**src/fc64_pkg.sv**
```systemverilog
package fc64_pkg;

    localparam int unsigned WORD_W        = 32;
    localparam int unsigned KEY_WORDS     = 4;
    localparam int unsigned MIX_SHL       = 3;
    localparam int unsigned MIX_SHR       = 4;
    localparam int unsigned ODD_SEL_SHIFT = 14;
    localparam logic [WORD_W-1:0] SUBKEY_DELTA = 32'h517C_C1B7;

    // register indexes of the key words on the config port
    localparam logic [1:0] REG_KEY_WORD_0 = 2'd0;
    localparam logic [1:0] REG_KEY_WORD_1 = 2'd1;
    localparam logic [1:0] REG_KEY_WORD_2 = 2'd2;
    localparam logic [1:0] REG_KEY_WORD_3 = 2'd3;

    typedef enum logic {
        OP_ENCRYPT = 1'b0,
        OP_DECRYPT = 1'b1
    } fc64_op_t;

    typedef logic [KEY_WORDS-1:0][WORD_W-1:0] fc64_key_t;

    // one block in flight between two cells
    typedef struct packed {
        fc64_op_t          op;
        logic [WORD_W-1:0] l;
        logic [WORD_W-1:0] r;
    } fc64_blk_t;

    // subkey offset D = j * delta, mod 2^32
    function automatic logic [WORD_W-1:0] subkey_delta(input int unsigned j);
        logic [WORD_W-1:0] jw;
        jw = j[WORD_W-1:0];
        return jw * SUBKEY_DELTA;
    endfunction

    // key word select: low bits of D for even j, bits 15:14 for odd j
    function automatic logic [1:0] subkey_sel(input int unsigned j);
        logic [WORD_W-1:0] d;
        d = subkey_delta(j);
        if (j[0] == 1'b0) begin
            return d[1:0];
        end
        return 2'(d >> ODD_SEL_SHIFT);
    endfunction

endpackage

```
**src/fc64_cell.sv**
```systemverilog
module fc64_cell
    import fc64_pkg::*;
#(
    parameter int unsigned HALF_IDX = 0,
    parameter int unsigned HALVES   = 64
) (
    input  logic      aclk,
    input  logic      aresetn,
    input  fc64_key_t key,
    input  logic      in_valid,
    output logic      in_ready,
    input  fc64_blk_t in_blk,
    output logic      out_valid,
    input  logic      out_ready,
    output fc64_blk_t out_blk
);

    // fixed round numbers of this cell for each direction
    localparam int unsigned     J_ENC   = HALF_IDX;
    localparam int unsigned     J_DEC   = HALVES - 1 - HALF_IDX;
    localparam logic [WORD_W-1:0] D_ENC = subkey_delta(J_ENC);
    localparam logic [WORD_W-1:0] D_DEC = subkey_delta(J_DEC);
    localparam logic [1:0]      SEL_ENC = subkey_sel(J_ENC);
    localparam logic [1:0]      SEL_DEC = subkey_sel(J_DEC);

    logic              valid_reg;
    fc64_blk_t         blk_reg;
    fc64_blk_t         blk_next;
    logic [WORD_W-1:0] mix;
    logic [WORD_W-1:0] subkey;
    logic [WORD_W-1:0] masked;
    logic [WORD_W-1:0] t;

    // take a new item when empty or when the neighbor takes ours
    assign in_ready  = !valid_reg || out_ready;
    assign out_valid = valid_reg;
    assign out_blk   = blk_reg;

    // one half-round: add on encrypt, subtract on decrypt, then swap
    always_comb begin
        mix    = ((in_blk.r << MIX_SHL) ^ (in_blk.r >> MIX_SHR)) + in_blk.r;
        subkey = (in_blk.op == OP_DECRYPT) ? key[SEL_DEC] + D_DEC
                                           : key[SEL_ENC] + D_ENC;
        masked = mix ^ subkey;
        t      = (in_blk.op == OP_DECRYPT) ? in_blk.l - masked : in_blk.l + masked;
        blk_next.op = in_blk.op;
        blk_next.l  = in_blk.r;
        blk_next.r  = t;
    end

    // occupancy
    always_ff @(posedge aclk) begin
        if (!aresetn) begin
            valid_reg <= 1'b0;
        end else if (in_ready) begin
            valid_reg <= in_valid;
        end
    end

    // block payload
    always_ff @(posedge aclk) begin
        if (in_valid && in_ready) begin
            blk_reg <= blk_next;
        end
    end

endmodule

```
**config.mk**
```make
export PLATFORM = sky130hd
export DESIGN_NAME = fc64_cell
export DESIGN_NICKNAME = d
export VERILOG_FILES = /design/src/fc64_pkg.sv /design/src/fc64_cell.sv
export SDC_FILE = /design/constraint.sdc
export NUM_CORES = 1
export LEC_CHECK = 0
export BUFFER_PORTS_ARGS = -buffer_cell sky130_fd_sc_hd__buf_2
export CORE_ASPECT_RATIO = 0.9
export CORE_MARGIN = 1
export CORE_UTILIZATION = 30
export CTS_CLUSTER_SIZE = 25
export DETAILED_ROUTE_END_ITERATION = 8
export PLACE_DENSITY = 0.63
export REMOVE_ABC_BUFFERS = 1
export SETUP_SLACK_MARGIN = 0.02
export SYNTH_ARGS = -nofsm -noshare
export SYNTH_HDL_FRONTEND = slang
export SYNTH_SLANG_ARGS = --single-unit
```
**constraint.sdc**
```tcl
create_clock -name aclk -period 10.3 [get_ports aclk]
set_input_delay 2.06 -clock aclk [delete_from_list [all_inputs] [get_ports aclk]]
set_output_delay 2.06 -clock aclk [all_outputs]
set_load 0.02 [all_outputs]
```
==> run metrics, run 1 <==
outcome=completed; CTS tree=yes; Placed Cells incl. Taps=1440; RD Place Congestion=0.8706; RSZ-0062 raised after global routing=no; Max-Cap Viols=0; CTS max path bufs=2; CP Max Fanout=96; initial antenna violation count=2; Overall Global Routing Usage=16.65%; Critical Path AT=7.73 ns; Reg-to-Reg Start=out_valid$_SDFFE_PN0N_; kind of critical path=input port to flop; Antenna Nets Post-Route=0; critical path launch point type=input port; sequential fraction of the synthesis area=24.38%; synthesized netlist cell count=925; CTS Root Cell=clkbuf_16; Worst-path clk slew=0.06 ns; clock buffer count from CTS=9; die width=175.1 um; Yosys reg bits=66; drt via density=5.167; top-area cell type share of the netlist area=24.13%; fin crit period=7.655 ns; Cell variety after synth=90; Post-synth EDFFs=65; critical path's slowest cell=buf_4; Chip Height=157.8 um; Hold Buf Count CTS=0; CTS Sinks=66; pwr dens=182.1 nW/um2; Async SR Flop Fraction=0%; Setup TNS Final=0 ns; final critical-path share of the clock period=74.32%; fin cells=1456; Fin Hold WS=0.5300 ns; die area=27620 um2; CP Capture Type=flop; vias in the first global route=6985; IO buf count=199; Max Clock Freq=0.1306 GHz; max incr delay on CP=0.74 ns; setup violators final=0; largest cells by area after synthesis=edfxtp_1 24%, ha_1 9.9%, xnor2_1 7.9%; drt wl/cell=16.22 um; row count=56; Crit path top cell by count=xnor2_1; HP Class=flop to flop; post-layout util=36.57%; Initial DRC Count=615; nets=1366; prevailing post-synth register cell=edfxtp_1; Yosys Warn Count=0; synthesized cell area=8088 um2; Post-route DRC=0; fraction of layout instances using a drive strength above 1=22.76%; core area=26280 um2; critical-path cell list=buf_2 -> buf_4 -> nand3_1 -> or4_1 -> nand3_1 -> xnor2_1 -> xnor2_1 -> nor4_2 -> nand4_1 -> nor3b_1 -> a41oi_1 -> xor2_1 -> ha_1 -> nand2_1 -> nor2_1 -> nand3b_1 -> a31oi_1 -> nor4_1 -> o31ai_1 -> a311oi_1 -> xnor2_1 -> xnor2_1; Worst-Skew Late Latency=0.33 ns; crit path from=in_blk[64]; fin. max-slew vios=0; PostCTS Resize Cnt=0; H-tree Lvls=3; critical path required time=10.38 ns; initial core utilization=30.78%; average cell area after synthesis=8.744 um2; Synth area leader=edfxtp_1; Syn-to-layout area delta=18.81%; io pins=264; worst relative slew slack=35.23%; Post CTS Setup Buffer Count=0; vias=7523; clock skew=0.005991 ns; remaining global-route overflow=0; Routed Wire Length=23610 um; Slew @ Worst Pin=0.9716 ns; first-pass GRT wire length=36600 um; Fin. Hold Viols=0; Initial DRT Pass Iterations=5; HPWL after DPL=19450 um; hold path start=out_valid$_SDFFE_PN0N_; Leakage=4.082 nW; largest net degree at the start of global routing=97; maximum vdd drop=0.06397 mV
## cells in the mapped netlist, types with 6 or more instances
library cell  count
nor2_1           82
a21oi_1          79
xnor2_1          73
edfxtp_1         65
ha_1             64
xor2_1           58
nand2_1          57
a21o_1           36
o21ai_0          36
inv_1            29
nand3_1          25
clkbuf_1         18
a31oi_1          17
and3_1           14
o211ai_1         14
o21a_1           13
nor2b_1          12
nor3_1           12
a211oi_1         11
nor3b_1          11
nand2b_1          9
or3_1             9
and2_1            8
nand4_1           8
o31ai_1           8
nand3b_1          7
o21bai_1          7
a221oi_1          6
a41oi_1           6
buf_2             6
mux2i_1           6
or2_2             6
## area by class of cell
type                    count  area (um2)
multi-input cells         796        5828
diodes                      1       2.502
repair buffers            201        1011
clock inverters             5       22.52
well taps                 348       435.4
inverters                  29       108.9
flip-flops and latches     66        1972
fillers                  2732       16670
clock buffers              10       229.0
## cells by family after synthesis
group,count (synthesis),share of synthesized area [%]
buffers and inverters,63,3.573
flip-flops,66,24.38
multiplexers,8,1.021
adder cells (fa/ha/maj),66,10.40
XOR/XNOR,136,15.63
AND/OR/NAND/NOR,292,19.97
AO/OA/AOI/OAI,294,25.03
## critical path: cells and delay by family
family | cells | cell delay, ns
fa+ha+maj | 1 | 0.37
simple gates | 10 | 2.32
compound gates | 4 | 1.19
buf+inv | 2 | 0.89
xor+xnor | 5 | 0.86
## stage by stage
step / cell area [um2] / worst slack (ns) / power [mW]
floorplan: 7908 / 3.577 / 1.211
global placement: 9355 / 2.317 / 1.465
detailed placement: 9355 / 2.293 / 1.482
CTS: 9607 / 2.606 / 1.761
global route: 9609 / 2.153 / 1.894
finish: 9609 / 2.645 / 1.750
## metal layers
layer,share of wire [%],vias up,GRT usage (%)
met4,1.9,2,5.342
met1,48,3471,22.48
met2,45,180,26.85
li1,-,3845,-
met5,0.055,-,0
met3,5.0,25,2.954
## sequential cells by signal, indices dropped and copies added, names as in the netlist
signal and flops:
out_valid 1, out_blk 65
## report_power, final
group          internal, mW  total [mW]  switching, mW
combinational         0.430        1.06          0.631
sequential            0.404       0.418         0.0132
clock                 0.159       0.271          0.112
total                 0.993        1.75          0.757
## placed cells by master, fill, tap and decap left out, types with 8 or more instances in the layout
master / Yosys / layout
nor3b_1: 11 / 11
nor2b_1: 12 / 12
xor2_1: 58 / 58
nor3_1: 12 / 12
nand2b_1: 9 / 9
nand3_1: 25 / 25
buf_2: 6 / 199
a21oi_1: 79 / 79
a31oi_1: 17 / 17
edfxtp_1: 65 / 65
a21o_1: 36 / 36
nor2_1: 82 / 82
nand2_1: 57 / 57
clkbuf_16: 0 / 9
inv_1: 29 / 29
o21ai_0: 36 / 36
xnor2_1: 73 / 73
and3_1: 14 / 14
o31ai_1: 8 / 8
ha_1: 64 / 64
o211ai_1: 14 / 14
o21a_1: 13 / 13
nand4_1: 8 / 8
or3_1: 9 / 9
a211oi_1: 11 / 11
## path summary, 6_finish.rpt
path	end	slack (ns)	cells past startpoint
worst max-delay path	out_blk[31]$_DFFE_PP_	2.64	22
worst max register to register	out_blk[49]$_DFFE_PP_	8.68	3
worst min-delay path	out_valid$_SDFFE_PN0N_	0.53	2
worst min register to register	out_valid$_SDFFE_PN0N_	0.53	2
Note: power is estimated with default switching activity, not from simulation.
==> run 2: changes to the inputs <==
--- a/config.mk
+++ b/config.mk
@@ -5,6 +5,7 @@
 export SDC_FILE = /design/constraint.sdc
 export NUM_CORES = 1
 export LEC_CHECK = 0
+export ABC_AREA = 1
 export BUFFER_PORTS_ARGS = -buffer_cell sky130_fd_sc_hd__buf_2
 export CORE_ASPECT_RATIO = 0.9
 export CORE_MARGIN = 1
==> constraint.sdc (replaced) <==
create_clock -name aclk -period 6.3 [get_ports aclk]
set_input_delay 1.26 -clock aclk [delete_from_list [all_inputs] [get_ports aclk]]
set_output_delay 1.26 -clock aclk [all_outputs]
set_load 0.02 [all_outputs]
==> run metrics, run 2 <==
Cell variety after synth=47; Routed Wire Length=36920 um; Initial DRT Pass Iterations=6; first-pass GRT wire length=56720 um; nets=2226; Syn-to-layout area delta=17.81%; Synth area leader=nand2_1; synthesized cell area=10280 um2; most common cell after layout, fill and taps aside=nand2_1; Async SR Flop Fraction=0%; Power Total=2.917 mW; largest cells by area after synthesis=nand2_1 25%, edfxtp_1 19%, nand3_1 8.8%; initial antenna violation count=1; Post CTS Setup Buffer Count=0; commonest cells after routing, fill and taps aside=688 x nand2_1, 230 x inv_1, 199 x buf_2; die area=35030 um2; vias=11749; synthesized netlist cell count=1755; CP delay by family, top=simple AND/OR/NAND/NOR gates; largest net degree at the start of global routing=66; final critical-path share of the clock period=91.02%; Yosys reg bits=66; Metal-1 WL=17870 um; pwr dens=240.8 nW/um2; RD Place Congestion=0.9226; Initial DRC Count=934; Setup TNS Final=0 ns; Hold Buf Count CTS=0; Slew @ Worst Pin=0.8523 ns; multi-input logic area=7320 um2; CTS Root Cell=clkbuf_16; drt via density=4.849; Max-Cap Viols=0; RSZ-0062 raised after global routing=no; Chip Height=177.7 um; row count=63; outcome=completed; commonest cells in the netlist=688 x nand2_1, 230 x inv_1, 181 x nand3_1; vias in the first global route=10674; CTS tree=yes; die width=197.2 um; Post-route DRC=0; Leakage=6.485 nW; register area=1972 um2; met2 wire length=16200 um; io pins=264; Adder-Cell Fraction of Synth Area=8.175%; Fin. Hold Viols=0; fin. max-slew vios=0; Antenna Nets Post-Route=0; max layer used=met4; # fillers=3730; largest family of logic cells by synthesized area=simple AND/OR/NAND/NOR gates; critical path required time=6.40 ns; clock buffer count from CTS=9; Max Clock Freq=0.1744 GHz; initial core utilization=30.85%; critical path's slowest cell=fa_1; Overall Global Routing Usage=21.08%; remaining global-route overflow=0; Crit path top cell by count=nand2_1; area fraction in compound gates after synthesis=7.616%; Worst-path clk slew=0.06 ns; clock skew=0.01099 ns; cell with the most instances after synthesis=nand2_1; Synth Area in XOR/XNOR=7.153%; CTS max path bufs=2; core area=33340 um2; mux cell area share after synthesis=0%; prevailing post-synth register cell=edfxtp_1; HPWL after DPL=31600 um; Buf/Inv on CP=6; critical path launch point type=input port; sequential fraction of the synthesis area=19.17%; Worst-Skew Late Latency=0.36 ns; Post-synth EDFFs=65; max FFs per register=65; setup violators final=0; fraction of layout instances using a drive strength above 1=15.86%; drt wl/cell=15.24 um; CP Max Fanout=5; worst relative slew slack=43.18%; Critical Path AT=5.83 ns; top-area cell type share of the netlist area=25.11%; H-tree Lvls=3; CP Capture Type=flop; HP Class=flop to flop; kind of critical path=input port to flop; Yosys Warn Count=0; PostCTS Resize Cnt=0; average cell area after synthesis=5.860 um2; met3 WL=1943 um; simple-gate share of the synthesized area=48.11%; IO buf count=199; CTS Sinks=66; fin crit period=5.735 ns; max incr delay on CP=0.40 ns; maximum vdd drop=0.1419 mV
## run 2: logic make-up (layout without fill, tap and decap cells)
| group | Yosys count | count (layout) |
|---|---|---|
| simple gates | 1153 | 1153 |
| flops | 66 | 66 |
| compound gates | 135 | 135 |
| buf+inv | 251 | 463 |
| xor+xnor | 84 | 84 |
| other cells | 0 | 1 |
| fa+ha+maj | 66 | 66 |
## run 2: where the power goes
part           internal, mW  switching (mW)  total, mW
clock                 0.297           0.186      0.483
combinational         0.598            1.19       1.79
sequential            0.624          0.0215      0.645
## run 2: area by class of cell
cell class                      count  share of cell area [%]
Timing Repair Buffer              212                   9.025
Sequential cell                    66                   16.27
Clock buffer                        9                   1.859
Inverter                          236                   7.311
Multi-Input combinational cell   1438                   60.41
Tap cell                          455                   4.698
Antenna cell                        1                 0.02065
Clock inverter                      6                  0.4027
## run 2: tightest hold or removal path: stages, from the launching register on
cell	delay, ns
dfxtp_1	0.34
nand2_1	0.09
a21boi_0	0.08
## run 2: path summary, 6_finish.rpt
path                                              from                endpoint  slack [ns]  cells past startpoint
worst max-delay path                         in_blk[4]   out_blk[28]$_DFFE_PP_        0.57                     31
worst min-delay path            out_valid$_SDFFE_PN0N_  out_valid$_SDFFE_PN0N_        0.55                      2
worst max register to register  out_valid$_SDFFE_PN0N_   out_blk[43]$_DFFE_PP_        4.75                      2
worst min register to register  out_valid$_SDFFE_PN0N_  out_valid$_SDFFE_PN0N_        0.55                      2
## run 2: routing by layer
metal | up-vias | track usage (%)
met5 | - | 0
met4 | 0 | 6.944
met3 | 45 | 2.223
met2 | 343 | 33.61
met1 | 5312 | 29.53
li1 | 6049 | -
## run 2: through the flow
step / std cells / area, um2 / worst slack [ns] / hold slack [ns] / util, %
6_report: 2423 / 12120 / 0.5654 / 0.5530 / 36.34
5_1_grt: 2423 / 12120 / 0.2323 / 0.5890 / 36.34
4_1_cts: 2422 / 12110 / 0.5969 / 0.5603 / 36.33
3_5_place_dp: 2407 / 11840 / 0.2580 / 0.5527 / 35.51
3_3_place_gp: 2407 / 11840 / 0.3304 / 0.5264 / 35.51
2_1_floorplan: 1740 / 10170 / 1.289 / 0.7295 / -
==> run 3: changes to the inputs <==
--- a/config.mk
+++ b/config.mk
@@ -12,7 +12,7 @@
 export CORE_UTILIZATION = 30
 export CTS_CLUSTER_SIZE = 25
 export DETAILED_ROUTE_END_ITERATION = 8
-export PLACE_DENSITY = 0.63
+export PLACE_DENSITY = 0.61
 export REMOVE_ABC_BUFFERS = 1
 export SETUP_SLACK_MARGIN = 0.02
 export SYNTH_ARGS = -nofsm -noshare
==> constraint.sdc (replaced) <==
create_clock -name aclk -period 6.9 [get_ports aclk]
set_input_delay 1.38 -clock aclk [delete_from_list [all_inputs] [get_ports aclk]]
set_output_delay 1.38 -clock aclk [all_outputs]
set_load 0.02 [all_outputs]
==> run metrics, run 3 (same netlist as run 2, synthesis figures left out) <==
outcome=completed; max FFs per register=65; row count=63; largest net degree at the start of global routing=66; Fin Hold WS=0.5724 ns; HP Class=flop to flop; fin. max-slew vios=0; Chip Height=177.7 um; kind of critical path=input port to flop; Syn-to-layout area delta=17.08%; die area=35030 um2; Fin. Hold Viols=0; critical path required time=7.00 ns; critical path's slowest cell=ha_1; Critical Path AT=6.21 ns; drt wl/cell=15.19 um; Leakage=6.444 nW; RSZ-0062 raised after global routing=no; nets=2219; CP Max Fanout=6; worst r2r path cells=2; Slew @ Worst Pin=0.8741 ns; Power Total=2.599 mW; Finished Cell Area=12040 um2; fraction of layout instances using a drive strength above 1=15.66%; commonest cells after routing, fill and taps aside=688 x nand2_1, 230 x inv_1, 199 x buf_2; die width=197.2 um; H-tree Lvls=3; RD Place Congestion=0.9518; HPWL after DPL=31790 um; Post-route DRC=0; max incr delay on CP=0.43 ns; Worst-Skew Late Latency=0.35 ns; CTS Sinks=66; Setup TNS Final=0 ns; first-pass GRT wire length=56530 um; vias in the first global route=10792; Crit path top cell by count=nand2_1; initial core utilization=30.85%; core area=33340 um2; Initial DRC Count=867; # fillers=3731; fin crit period=6.110 ns; Worst Hold Depth=2; setup violators final=0; Placed Cells incl. Taps=2400; vias=11701; CTS tree=yes; Overall Global Routing Usage=21.01%; initial antenna violation count=1; placed cell areas=11790 um2; Post CTS Setup Buffer Count=0; remaining global-route overflow=0; clock buffer count from CTS=9; most common cell after layout, fill and taps aside=nand2_1; Worst-path clk slew=0.06 ns; fin cells=2416; CTS Root Cell=clkbuf_16; Initial DRT Pass Iterations=5; IO buf count=199; PostCTS Resize Cnt=0; register area=1972 um2; Routed Wire Length=36700 um; CTS max path bufs=2; maximum vdd drop=0.1065 mV; clock skew=0.01073 ns; critical path launch point type=input port; CP Capture Type=flop; Antenna Nets Post-Route=0; Hold Buf Count CTS=0; Max Clock Freq=0.1637 GHz; Max-Cap Viols=0; multi-input logic area=7320 um2; io pins=264; pwr dens=215.9 nW/um2; worst relative slew slack=41.72%; drt via density=4.843; final critical-path share of the clock period=88.56%
==> run 3: changes by cell type in the layout (fill, tap and decap cells not counted), sizes merged <==
cell | before | now
bufinv | 1 | 0
buf | 212 | 205
clkbuf | 9 | 10
==> run 3: cell type report <==
class / count / area share, %
clock inverters: 5 / 0.1870
diodes: 1 / 0.02078
multi-input cells: 1438 / 60.79
repair buffers: 205 / 8.645
flip-flops and latches: 66 / 16.38
inverters: 236 / 7.357
clock buffers: 10 / 1.902
well taps: 455 / 4.728
==> run 3: critical path, delay by kind of cell <==
family | cells | cell delay (ns)
adders and majority gates | 2 | 0.82
buffers and inverters | 4 | 0.38
and+or+nand+nor | 19 | 2.21
AOI/OAI and AO/OA | 4 | 1.07
xor gates and xnor gates | 2 | 0.32
==> run 3: final timing paths <==
check,start,endpoint,slack [ns]
max,in_blk[5],out_blk[28]$_DFFE_PP_,0.79
min,out_valid$_SDFFE_PN0N_,out_valid$_SDFFE_PN0N_,0.57
max reg2reg,out_valid$_SDFFE_PN0N_,out_blk[43]$_DFFE_PP_,5.31
min reg2reg,out_valid$_SDFFE_PN0N_,out_valid$_SDFFE_PN0N_,0.57
==> run 3: stage by stage <==
step | setup slack (ns) | utilization (%)
global placement | 0.5922 | 35.35
CTS | 0.8600 | 36.11
floorplan | 1.769 | -
finish | 0.7896 | 36.11
global route | 0.4370 | 36.11
detailed placement | 0.4749 | 35.35
==> run 3: routing by layer <==
| layer | wire length (um) | global-route usage, % | part of all wire (%) |
|---|---|---|---|
| met4 | 1144 | 8.236 | 3.1 |
| met5 | 0 | 0 | 0 |
| met1 | 17930 | 29.64 | 49 |
| met3 | 1887 | 2.014 | 5.1 |
| met2 | 15740 | 32.80 | 43 |
==> run 3: power breakdown <==
group | switching (mW) | internal [mW]
logic | 1.07 | 0.533
clock network | 0.169 | 0.236
registers | 0.0205 | 0.570
total | 1.26 | 1.34
